File: src/hw/rtl/mssr_pkg.sv
// ----------------------------------------------------------------------------
// mssr_pkg - shared types, constants and glyph lookup
// Segment tables, frame request type and queue read-side bundle.
// ----------------------------------------------------------------------------
`default_nettype none

package mssr_pkg;

    localparam int          NUM_DIGITS_DEF = 4;
    localparam int          FRAME_BITS     = 16;
    localparam int          CNT_W          = 4;
    localparam int          DIGIT_W        = 2;
    localparam int          CHAR_W         = 8;
    localparam int          QUEUE_DEPTH    = 2;

    localparam logic        REQ_STORE      = 1'b0;
    localparam logic        REQ_TICK       = 1'b1;

    localparam logic [7:0]  BLANK_PATTERN  = 8'hFF;
    localparam logic [7:0]  SELECT_BASE    = 8'hF0;
    localparam logic [7:0]  SPACE_CHAR     = 8'h20;
    localparam logic [7:0]  NUL_CHAR       = 8'h00;
    localparam logic [7:0]  CHAR_ZERO      = 8'h30;
    localparam logic [7:0]  CHAR_NINE      = 8'h39;
    localparam logic [7:0]  CHAR_UP_A      = 8'h41;
    localparam logic [7:0]  CHAR_UP_Z      = 8'h5A;
    localparam logic [7:0]  CHAR_LO_A      = 8'h61;
    localparam logic [7:0]  CHAR_LO_Z      = 8'h7A;

    localparam logic [7:0] DIGIT_PAT [10] = '{
        8'hC0, 8'hF9, 8'hA4, 8'hB0, 8'h99, 8'h92, 8'h82, 8'hF8, 8'h80, 8'h90
    };

    localparam logic [7:0] LETTER_PAT [26] = '{
        8'h88, 8'h83, 8'hC6, 8'hA1, 8'h86, 8'h8E, 8'hC2, 8'h89, 8'hCF, 8'hE1,
        8'h8A, 8'hC7, 8'hEA, 8'hC8, 8'hC0, 8'h8C, 8'h4A, 8'hCC, 8'h92, 8'h87,
        8'hC1, 8'hC1, 8'hD5, 8'h89, 8'h91, 8'hA4
    };

    typedef struct packed {
        logic [FRAME_BITS-1:0] frame;
        logic [DIGIT_W-1:0]    digit;
    } t_frame_req;

    typedef struct packed {
        logic       valid;
        t_frame_req data;
    } t_q_rd;

    // active-low segment pattern for one ASCII character
    function automatic logic [7:0] glyph(input logic [7:0] c);
        logic [7:0] off_d;
        logic [7:0] off_u;
        logic [7:0] off_l;
        off_d = c - CHAR_ZERO;
        off_u = c - CHAR_UP_A;
        off_l = c - CHAR_LO_A;
        if (c >= CHAR_ZERO && c <= CHAR_NINE) begin
            glyph = DIGIT_PAT[off_d[3:0]];
        end else if (c >= CHAR_UP_A && c <= CHAR_UP_Z) begin
            glyph = LETTER_PAT[off_u[4:0]];
        end else if (c >= CHAR_LO_A && c <= CHAR_LO_Z) begin
            glyph = LETTER_PAT[off_l[4:0]];
        end else begin
            glyph = BLANK_PATTERN;
        end
    endfunction

endpackage

`default_nettype wire

File: src/hw/rtl/multiplexed_seven_segment_refresher_unit.sv
// ----------------------------------------------------------------------------
// multiplexed_seven_segment_refresher_unit - 7-segment refresh serializer
// Stores characters per digit and emits a 16-bit segment/select frame per tick.
// ----------------------------------------------------------------------------
// Path: with queue and serializer idle, an accepted tick is written into the frame
//   queue, then loaded into the serializer, which then presents its first bit.
// Throughput: one serial bit per cycle while the receiver does not stall; a tick
//   occupies the serializer for its whole 16-bit frame. Stores give no output.
//   The two-entry frame queue sets how far intake runs ahead.
// Reset: buffer reads all spaces, digit counter at zero, queue and serializer empty.
`default_nettype none

module multiplexed_seven_segment_refresher_unit #(
    parameter int NUM_DIGITS = mssr_pkg::NUM_DIGITS_DEF
) (
    input  wire logic                           i_clk,
    input  wire logic                           i_rst_n,
    // request channel
    input  wire logic                           i_valid,
    output logic                                o_stall,
    input  wire logic                           i_req_type,
    input  wire logic [1:0]                     i_position,
    input  wire logic [mssr_pkg::CHAR_W-1:0]    i_character,
    // serial bit channel
    output logic                                o_valid,
    input  wire logic                           i_stall,
    output logic                                o_serial_bit,
    output logic [mssr_pkg::CNT_W-1:0]          o_bit_number,
    output logic [mssr_pkg::DIGIT_W-1:0]        o_active_digit,
    output logic                                o_latch_now
);

    // front -> queue
    logic                  push;
    mssr_pkg::t_frame_req  push_data;
    logic                  q_full;
    // queue -> back
    mssr_pkg::t_q_rd       q_rd;
    logic                  pop;

    // Front: stores update the buffer at once; a tick snapshots glyph and
    // select byte into a frame request, so later stores cannot disturb it.
    mssr_front #(
        .NUM_DIGITS (NUM_DIGITS)
    ) u_front (
        .i_clk       (i_clk),
        .i_rst_n     (i_rst_n),
        .i_valid     (i_valid),
        .o_stall     (o_stall),
        .i_req_type  (i_req_type),
        .i_position  (i_position),
        .i_character (i_character),
        .i_q_full    (q_full),
        .o_push      (push),
        .o_push_data (push_data)
    );

    // Queue: lets the front keep accepting while a frame shifts out.
    mssr_queue u_queue (
        .i_clk       (i_clk),
        .i_rst_n     (i_rst_n),
        .i_push      (push),
        .i_push_data (push_data),
        .o_full      (q_full),
        .i_pop       (pop),
        .o_rd        (q_rd)
    );

    // Back: registered serializer; next frame loads right after latch bit.
    mssr_back u_back (
        .i_clk          (i_clk),
        .i_rst_n        (i_rst_n),
        .i_rd           (q_rd),
        .o_pop          (pop),
        .o_valid        (o_valid),
        .i_stall        (i_stall),
        .o_serial_bit   (o_serial_bit),
        .o_bit_number   (o_bit_number),
        .o_active_digit (o_active_digit),
        .o_latch_now    (o_latch_now)
    );

endmodule

`default_nettype wire

File: src/hw/rtl/mssr_front.sv
// ----------------------------------------------------------------------------
// mssr_front - request intake
// Holds the character buffer and digit counter; builds frames for ticks.
// ----------------------------------------------------------------------------
`default_nettype none

module mssr_front #(
    parameter int NUM_DIGITS = mssr_pkg::NUM_DIGITS_DEF
) (
    input  wire logic                           i_clk,
    input  wire logic                           i_rst_n,
    input  wire logic                           i_valid,
    output logic                                o_stall,
    input  wire logic                           i_req_type,
    input  wire logic [1:0]                     i_position,
    input  wire logic [mssr_pkg::CHAR_W-1:0]    i_character,
    input  wire logic                           i_q_full,
    output logic                                o_push,
    output mssr_pkg::t_frame_req                o_push_data
);

    localparam int IDX_W = (NUM_DIGITS > 1) ? $clog2(NUM_DIGITS) : 1;

    logic [mssr_pkg::CHAR_W-1:0]  r_buf [NUM_DIGITS];
    logic [mssr_pkg::DIGIT_W-1:0] r_digit;
    logic [mssr_pkg::DIGIT_W-1:0] n_digit;
    logic                         accept;
    logic                         store_en;
    logic [mssr_pkg::CHAR_W-1:0]  store_char;
    logic [7:0]                   pattern;
    logic [7:0]                   select;

    assign o_stall    = i_q_full;
    assign accept     = i_valid && !i_q_full;
    assign store_en   = accept && (i_req_type == mssr_pkg::REQ_STORE)
                        && ({30'd0, i_position} < NUM_DIGITS);
    assign store_char = (i_character == mssr_pkg::NUL_CHAR) ? mssr_pkg::SPACE_CHAR
                                                             : i_character;

    assign pattern = mssr_pkg::glyph(r_buf[r_digit[IDX_W-1:0]]);
    assign select  = mssr_pkg::SELECT_BASE | (8'd1 << r_digit);

    assign o_push            = accept && (i_req_type == mssr_pkg::REQ_TICK);
    assign o_push_data.frame = {pattern, select};
    assign o_push_data.digit = r_digit;

    assign n_digit = (r_digit == mssr_pkg::DIGIT_W'(NUM_DIGITS - 1))
                     ? '0 : r_digit + 1'b1;

    always_ff @(posedge i_clk) begin
        if (!i_rst_n) begin
            for (int i = 0; i < NUM_DIGITS; i++) begin
                r_buf[i] <= mssr_pkg::SPACE_CHAR;
            end
            r_digit <= '0;
        end else begin
            if (store_en) begin
                r_buf[i_position[IDX_W-1:0]] <= store_char;
            end
            if (o_push) begin
                r_digit <= n_digit;
            end
        end
    end

endmodule

`default_nettype wire

File: src/hw/rtl/mssr_queue.sv
// ----------------------------------------------------------------------------
// mssr_queue - frame request queue
// Two-entry FIFO that decouples intake from the serializer.
// ----------------------------------------------------------------------------
`default_nettype none

module mssr_queue (
    input  wire logic                   i_clk,
    input  wire logic                   i_rst_n,
    input  wire logic                   i_push,
    input  wire mssr_pkg::t_frame_req   i_push_data,
    output logic                        o_full,
    input  wire logic                   i_pop,
    output mssr_pkg::t_q_rd             o_rd
);

    localparam int PTR_W = $clog2(mssr_pkg::QUEUE_DEPTH);
    localparam int CNT_W = $clog2(mssr_pkg::QUEUE_DEPTH + 1);

    mssr_pkg::t_frame_req r_mem [mssr_pkg::QUEUE_DEPTH];
    logic [PTR_W-1:0]     r_wr_ptr;
    logic [PTR_W-1:0]     r_rd_ptr;
    logic [CNT_W-1:0]     r_count;
    logic                 do_pop;

    assign o_full     = (r_count == CNT_W'(mssr_pkg::QUEUE_DEPTH));
    assign o_rd.valid = (r_count != '0);
    assign o_rd.data  = r_mem[r_rd_ptr];
    assign do_pop     = i_pop && o_rd.valid;

    always_ff @(posedge i_clk) begin
        if (i_push) begin
            r_mem[r_wr_ptr] <= i_push_data;
        end
    end

    always_ff @(posedge i_clk) begin
        if (!i_rst_n) begin
            r_wr_ptr <= '0;
            r_rd_ptr <= '0;
            r_count  <= '0;
        end else begin
            if (i_push) begin
                r_wr_ptr <= r_wr_ptr + 1'b1;
            end
            if (do_pop) begin
                r_rd_ptr <= r_rd_ptr + 1'b1;
            end
            case ({i_push, do_pop})
                2'b10:   r_count <= r_count + 1'b1;
                2'b01:   r_count <= r_count - 1'b1;
                default: r_count <= r_count;
            endcase
        end
    end

    // front must never push into a full queue
    a_no_overflow: assert property (@(posedge i_clk) disable iff (!i_rst_n)
        o_full |-> !i_push)
        else $error("push into full queue");

    a_count_bound: assert property (@(posedge i_clk) disable iff (!i_rst_n)
        r_count <= CNT_W'(mssr_pkg::QUEUE_DEPTH))
        else $error("queue count out of range");

    a_pop_moves: assert property (@(posedge i_clk) disable iff (!i_rst_n)
        (do_pop && !i_push) |=> (r_count == $past(r_count) - 1'b1))
        else $error("pop did not reduce count");

endmodule

`default_nettype wire

File: src/hw/rtl/mssr_back.sv
// ----------------------------------------------------------------------------
// mssr_back - frame serializer
// Shifts each queued frame out MSB first, one result per cycle unless stalled.
// ----------------------------------------------------------------------------
`default_nettype none

module mssr_back (
    input  wire logic                           i_clk,
    input  wire logic                           i_rst_n,
    input  wire mssr_pkg::t_q_rd                i_rd,
    output logic                                o_pop,
    output logic                                o_valid,
    input  wire logic                           i_stall,
    output logic                                o_serial_bit,
    output logic [mssr_pkg::CNT_W-1:0]          o_bit_number,
    output logic [mssr_pkg::DIGIT_W-1:0]        o_active_digit,
    output logic                                o_latch_now
);

    localparam logic [mssr_pkg::CNT_W-1:0] LAST_BIT =
        mssr_pkg::CNT_W'(mssr_pkg::FRAME_BITS - 1);

    logic                              r_busy;
    logic [mssr_pkg::FRAME_BITS-1:0]   r_shift;
    logic [mssr_pkg::CNT_W-1:0]        r_cnt;
    logic [mssr_pkg::DIGIT_W-1:0]      r_digit;
    logic                              out_acc;
    logic                              last;

    assign out_acc = r_busy && !i_stall;
    assign last    = (r_cnt == LAST_BIT);
    // load when idle, or right behind the last bit of the current frame
    assign o_pop   = i_rd.valid && (!r_busy || (out_acc && last));

    assign o_valid        = r_busy;
    assign o_serial_bit   = r_shift[mssr_pkg::FRAME_BITS-1];
    assign o_bit_number   = r_cnt;
    assign o_active_digit = r_digit;
    assign o_latch_now    = last;

    always_ff @(posedge i_clk) begin
        if (!i_rst_n) begin
            r_busy <= 1'b0;
            r_cnt  <= '0;
        end else begin
            if (o_pop) begin
                r_busy  <= 1'b1;
                r_cnt   <= '0;
                r_shift <= i_rd.data.frame;
                r_digit <= i_rd.data.digit;
            end else if (out_acc) begin
                if (last) begin
                    r_busy <= 1'b0;
                end else begin
                    r_cnt   <= r_cnt + 1'b1;
                    r_shift <= {r_shift[mssr_pkg::FRAME_BITS-2:0], 1'b0};
                end
            end
        end
    end

    a_stall_holds: assert property (@(posedge i_clk) disable iff (!i_rst_n)
        (r_busy && i_stall) |=> (r_busy && $stable(r_cnt) && $stable(r_shift)))
        else $error("stalled bit changed");

    a_digit_in_frame: assert property (@(posedge i_clk) disable iff (!i_rst_n)
        (out_acc && !last) |=> (r_busy && $stable(r_digit)))
        else $error("digit changed inside a frame");

    a_drain_idle: assert property (@(posedge i_clk) disable iff (!i_rst_n)
        (out_acc && last && !i_rd.valid) |=> !r_busy)
        else $error("serializer stayed busy after frame");

endmodule

`default_nettype wire

File: config.mk
export PLATFORM = sky130hd
export DESIGN_NAME = multiplexed_seven_segment_refresher_unit
export DESIGN_NICKNAME = d
export VERILOG_FILES = /design/src/hw/rtl/mssr_pkg.sv /design/src/hw/rtl/multiplexed_seven_segment_refresher_unit.sv /design/src/hw/rtl/mssr_front.sv /design/src/hw/rtl/mssr_queue.sv /design/src/hw/rtl/mssr_back.sv
export SDC_FILE = /design/constraint.sdc
export NUM_CORES = 1
export LEC_CHECK = 0
export BUFFER_PORTS_ARGS = -buffer_cell sky130_fd_sc_hd__buf_2
export CAP_MARGIN = 25
export CORE_MARGIN = 5
export CORE_UTILIZATION = 60
export CTS_BUF_LIST = sky130_fd_sc_hd__clkbuf_4
export DETAILED_ROUTE_END_ITERATION = 10
export GPL_ROUTABILITY_DRIVEN = 0
export PLACE_DENSITY = 0.78
export RECOVER_POWER = 100
export SYNTH_ARGS = -nofsm -noshare
export SYNTH_HDL_FRONTEND = slang
export SYNTH_HIERARCHICAL = 1
export SYNTH_SLANG_ARGS = --single-unit
File: constraint.sdc
create_clock -name i_clk -period 4.6 [get_ports i_clk]
set_clock_uncertainty 0.15 [all_clocks]
set_input_delay 0.92 -clock i_clk [delete_from_list [all_inputs] [get_ports i_clk]]
set_output_delay 0.92 -clock i_clk [all_outputs]
set_load 0.005 [all_outputs]
## Word-level counts from Yosys, hierarchy flattened

Memories as Yosys holds them, arrays and structs flattened. A register that Yosys moved wholly into a read port is not among the register bits.
Index checks and enable logic that the tools add are counted.

| cells by class | value |
|---|---|
| add/subtract/negate cells | 9 |
| $mul | 0 |
| div/mod/pow operators | 0 |
| magnitude comparators | 9 |
| equality and inequality tests | 6 |
| shift operators | 1 |
| muxes and demuxes | 31 |
| bitwise logic cells | 6 |
| reductions and logical operators | 25 |

Operator list:

| cell | number |
|---|---|
| $mux W8 | 11 |
| $mux W16 | 3 |
| $ge A8 B7 Y1 const B | 2 |
| $le A8 B7 Y1 const B | 2 |
| $ge A6 B6 Y1 const B | 2 |
| $mux W1 | 12 |
| $not A5 Y6 | 2 |
| $logic_and A1 B1 Y1 | 10 |
| $sub A5 B1 Y5 const B | 2 |
| $ge A8 B6 Y1 const B | 1 |
| $le A8 B6 Y1 const B | 1 |
| $logic_not A8 Y1 | 1 |
| $mux W2 | 4 |
| $reduce_bool A2 Y1 | 4 |
| $reduce_or A8 Y1 | 1 |
| $eq A2 B2 Y1 const B | 3 |
| $reduce_and A2 Y1 | 3 |
| $ge A5 B5 Y1 const B | 1 |
| $not A4 Y5 | 1 |
| $add A2 B1 Y2 const B | 2 |
| $add A4 B1 Y4 const B | 1 |
| $eq A4 B4 Y1 const B | 1 |
| $pmux W2 S2 | 1 |
| $shl A1 B2 Y4 const A | 1 |
| other kinds (10) | 15 |

| storage, ports and cells | value |
|---|---|
| flip-flop bits (word level) | 29 |
| latch bits | 0 |
| memory bits (writable) | 60 |
| memory bits (read-only) | 640 |
| output and inout port bits | 10 |
| logic and storage cells | 100 |
| memories kept | 5 |

Memories:

| name | depth | width | read ports | clocked after memory_dff | write ports | RTL line | source |
|---|---|---|---|---|---|---|---|
| (no name shown) | 32 | 8 | 1 | 0 | 0 | mssr_pkg.sv:61 | `glyph = LETTER_PAT[off_u[4:0]];` |
| (no name shown) | 32 | 8 | 1 | 0 | 0 | mssr_pkg.sv:63 | `glyph = LETTER_PAT[off_l[4:0]];` |
| (no name shown) | 16 | 8 | 1 | 0 | 0 | mssr_pkg.sv:59 | `glyph = DIGIT_PAT[off_d[3:0]];` |
| u_front.r_buf | 4 | 8 | 1 | 1 | 4 | mssr_front.sv:24 | `logic [mssr_pkg::CHAR_W-1:0] r_buf [NUM_DIGITS];` |
| u_queue.r_mem | 2 | 14 | 1 | 1 | 1 | mssr_queue.sv:20 | `mssr_pkg::t_frame_req r_mem [mssr_pkg::QUEUE_DEPTH];` |

## Longest topological paths before layout

| depth | value |
|---|---|
| word-level depth | 9 |
| depth in mapped cells | 15 |
| mapped depth without buffers | 11 |

## Cells and area by module

The synthesis kept the hierarchy.

By module, submodules not included:

| module | times used | cells an instance | area each (sq um) |
|---|---|---|---|
| mssr_front | 1 | 228 | 2452.4 |
| mssr_queue | 1 | 79 | 1520.2 |
| mssr_back | 1 | 68 | 1074.8 |

## Least setup slack after synthesis

No wires, ideal clock.

| timing | value |
|---|---|
| kind | flip-flop to flip-flop |
| start point | reg with a tool-made name |
| end point | mem u_queue/r_mem[0][16] (netlist bit) (data pin) |
| setup time | 0.278 ns |
| arrival | 3.116 ns |
| required time | 4.172 ns |
| path slack | 1.056 ns |
| stages on the path, launching flop included | 14 |
| path buffers | 4 |
| clock period less this slack | 3.544 ns |
| path through | dfxtp_1 > buf_6 > mux4_2 > buf_2 > inv_1 > ha_1 > clkbuf_1 > inv_1 > ha_1 > clkbuf_1 > mux2i_1 > mux2_4 > a22oi_2 > a22oi_1 |

RTL lines:

| element | RTL line |
|---|---|
| end: declaration | mssr_queue.sv:20 |

==> metrics <==
first-pass GRT wire length 14800 µm; Worst EP required 4.71 ns; Total Neg Setup Slack 0 ns; dpl cells 494; Synthesis Warnings 6; core area 8220 µm²; CP Capture Type flip-flop; final worst path period need 3.87 ns; Max VDD drop 0.000229 V; Worst setup SP type flip-flop; Worst-path clk slew 0.17 ns; drc violations 0; Worst Path Max Fanout 20; Synth area leaders edfxtp_1 (51%), dfxtp_1 (5.6%), mux2_2 (5.4%); Arr. time, crit path 3.98 ns; hpwl dp 5950 µm; largest net degree at the start of global routing 24; slowest CP cell mux4_2; share of post-route cells with drive strength above 1 17.5%; IO Port Bufs 24; Final nets 431; Post-CTS Setup Bufs 0; later-pin clock latency in the skew report 0.44 ns; number of fill cells 638; crit path kind reg2reg; DIE WIDTH 102 µm; Seq cells post-synth 100; total CTS buffers 9; Critical path buffers and inverters 3; final hold vios 0; FFs w/ async S/R, synth 0%; GRT overflow 0; post-synth top area share 51.2%; via count 3008; final slew viol count 0; Final Non-Filler Cells 510; ANT nets after route 0; WL final 8820 µm; period utilisation layout 84.1%; Relative slew margins 12.7%; Total GRT Usage 18.5%; die span in y 102 µm; # IOs 25; fmax 258 MHz; CP dominant cell by count o21ai_0; mapped cell area 5050 µm²; synth unique cells 64; violation count after the first detailed-route iteration 196; Clock Path Buffers 2; Clock Sinks 100; ANT cells 0; Avg Cell Area, Syn 13.5 µm²; Post-synth EDFFs 86; cts hold-fix bufs 0; Top FF cell, synth edfxtp_1; CTS Root Cell clkbuf_4; initial core utilization 61.4%; Area growth, synth to finish 4.61%; unrepaired setup endpoints after global routing no; initial antenna violation count 0; # resized after CTS 0; Max stage delay on crit path 0.70 ns; CTS tree built; Min-Delay Path Class reg2reg; wire per inst 17.3 µm; Cell Chain, Critical Path buf_4, mux4_2, inv_1, ha_1, inv_1, ha_1, nand2_1, o21ai_0, nand2_1, o21ai_0, o21ai_0, a22oi_1; cell taking the most area after synthesis edfxtp_1; Tightest Pin Transition 1.31 ns; family with the most delay on the worst path adder cells; total power draw 1.91 mW; final setup fails 0; status finished clean; FP Rows 33; pwr/cell area 361 nW/µm²; Static Leak 1.84 nW; max-cap viol count 0; sequential share of the synthesized area 56.7%; vias in the first global route 3065; drt pass-1 iters 5; cell count after synthesis 375; number of vias per cell 5.90; H-tree level count 3; die area 10300 µm²
==> final timing paths <==
| path | slack [ns] | to | depth (start not counted) | start |
|---|---|---|---|---|
| max reg2reg | 0.73 | u_queue/r_mem[1][10]$_DFFE_PP_ | 12 | flip-flop |
| max | 0.73 | u_queue/r_mem[1][10]$_DFFE_PP_ | 12 | flip-flop |
| min | 0.39 | u_back/r_shift[9]$_DFFE_PP_ | 1 | u_back/r_shift[8]$_DFFE_PP_ |
| min reg2reg | 0.39 | u_back/r_shift[9]$_DFFE_PP_ | 1 | u_back/r_shift[8]$_DFFE_PP_ |
==> worst reg2reg max path: cells and delay by family (launching register included) <==
family          cells  cell delay, ns
fa+ha+maj           2            1.07
mux                 1            0.71
compound gates      4            0.66
buf+inv             3            0.55
flops               1            0.34
simple gates        2            0.23
==> cell usage in the layout, fill, tap and decap left out, drive strengths merged, types with 2 or more instances in the layout <==
cell type / n
a211oi: 3
a21boi: 2
a21oi: 11
a22oi: 8
and2: 26
and3: 9
buf: 18
clkbuf: 22
clkinv: 3
conb: 4
dfxtp: 14
edfxtp: 86
ha: 16
inv: 18
mux2: 37
mux2i: 8
mux4: 8
nand2: 21
nand2b: 4
nand3: 4
nand3b: 2
nand4b: 2
nor2: 11
nor2b: 8
nor3: 6
nor3b: 3
nor4: 2
o21a: 3
o21ai: 16
o22ai: 4
or2: 2
or3: 2
xnor2: 4
==> metrics by stage <==
step	hold slack, ns	setup WS [ns]	cell area (µm²)	util (%)
after detailed placement	0.359	0.819	5240	63.8
after global placement	0.341	0.973	5240	63.8
after floorplan	0.324	1.06	5060	-
after CTS	0.382	0.760	5380	65.4
after global routing	0.427	0.424	5280	64.3
final	0.389	0.729	5280	64.3
==> final cells by class <==
class,instances,area (µm²),share of cell area (%)
Multi-Input combinational cell,243,1950,37.0
Clock inverter,7,68.8,1.30
Sequential cell,100,2860,54.2
Tap cell,105,131,2.49
Inverter,15,56.3,1.07
Clock buffer,9,67.6,1.28
Timing Repair Buffer,31,141,2.68
==> Yosys cell counts, types with 4 or more instances <==
library cell,instances
edfxtp_1,86
and2_1,25
mux2_2,24
nand2_1,21
ha_1,16
o21ai_0,16
inv_1,15
dfxtp_1,14
a21oi_1,11
mux2_4,11
nor2_1,11
and3_1,9
mux2i_1,8
nor2b_1,8
a22oi_1,7
clkbuf_1,6
mux4_2,6
buf_4,5
nor3_1,5
buf_2,4
nand2b_1,4
nand3_1,4
==> cell families (layout without fill, tap and decap cells) <==
kind of cell | after synthesis | count (layout) | share of synthesized area, %
DFF | 100 | 100 | 56.7
buffers and inverters | 35 | 62 | 3.54
AOI/OAI and AO/OA | 58 | 58 | 8.08
and+or+nand+nor | 107 | 107 | 12.2
other | 1 | 4 | 0.0743
adders and majority gates | 16 | 16 | 3.97
xor gates and xnor gates | 5 | 5 | 1.02
muxes | 53 | 53 | 14.4
==> sequential cells by signal, indices dropped and copies added, names as in the netlist, named ones only <==
name / cells
u_back/o_bit_number: 4
u_queue/r_wr_ptr: 1
u_back/o_active_digit: 2
u_front/r_buf: 32
u_front/r_digit: 2
u_back/o_valid: 1
u_queue/r_count: 2
u_queue/r_mem: 36
u_queue/r_rd_ptr: 1
u_back/r_shift: 16
==> report_power, final <==
part / internal [mW] / switching, mW / leakage, nW
clock network: 0.125 / 0.309 / 0.0731
logic: 0.161 / 0.213 / 0.852
registers: 1.07 / 0.0325 / 0.916
==> metal layers <==
metal  routed length [µm]  vias to the layer above  GRT usage (%)
met3                  382                       11           2.48
li1                     -                     1445              -
met2                 4460                       92           30.4
met1                 3860                     1460           24.9
met5                    0                        -              0
met4                  116                        0           7.36
Power figures use the tool's default switching activity.
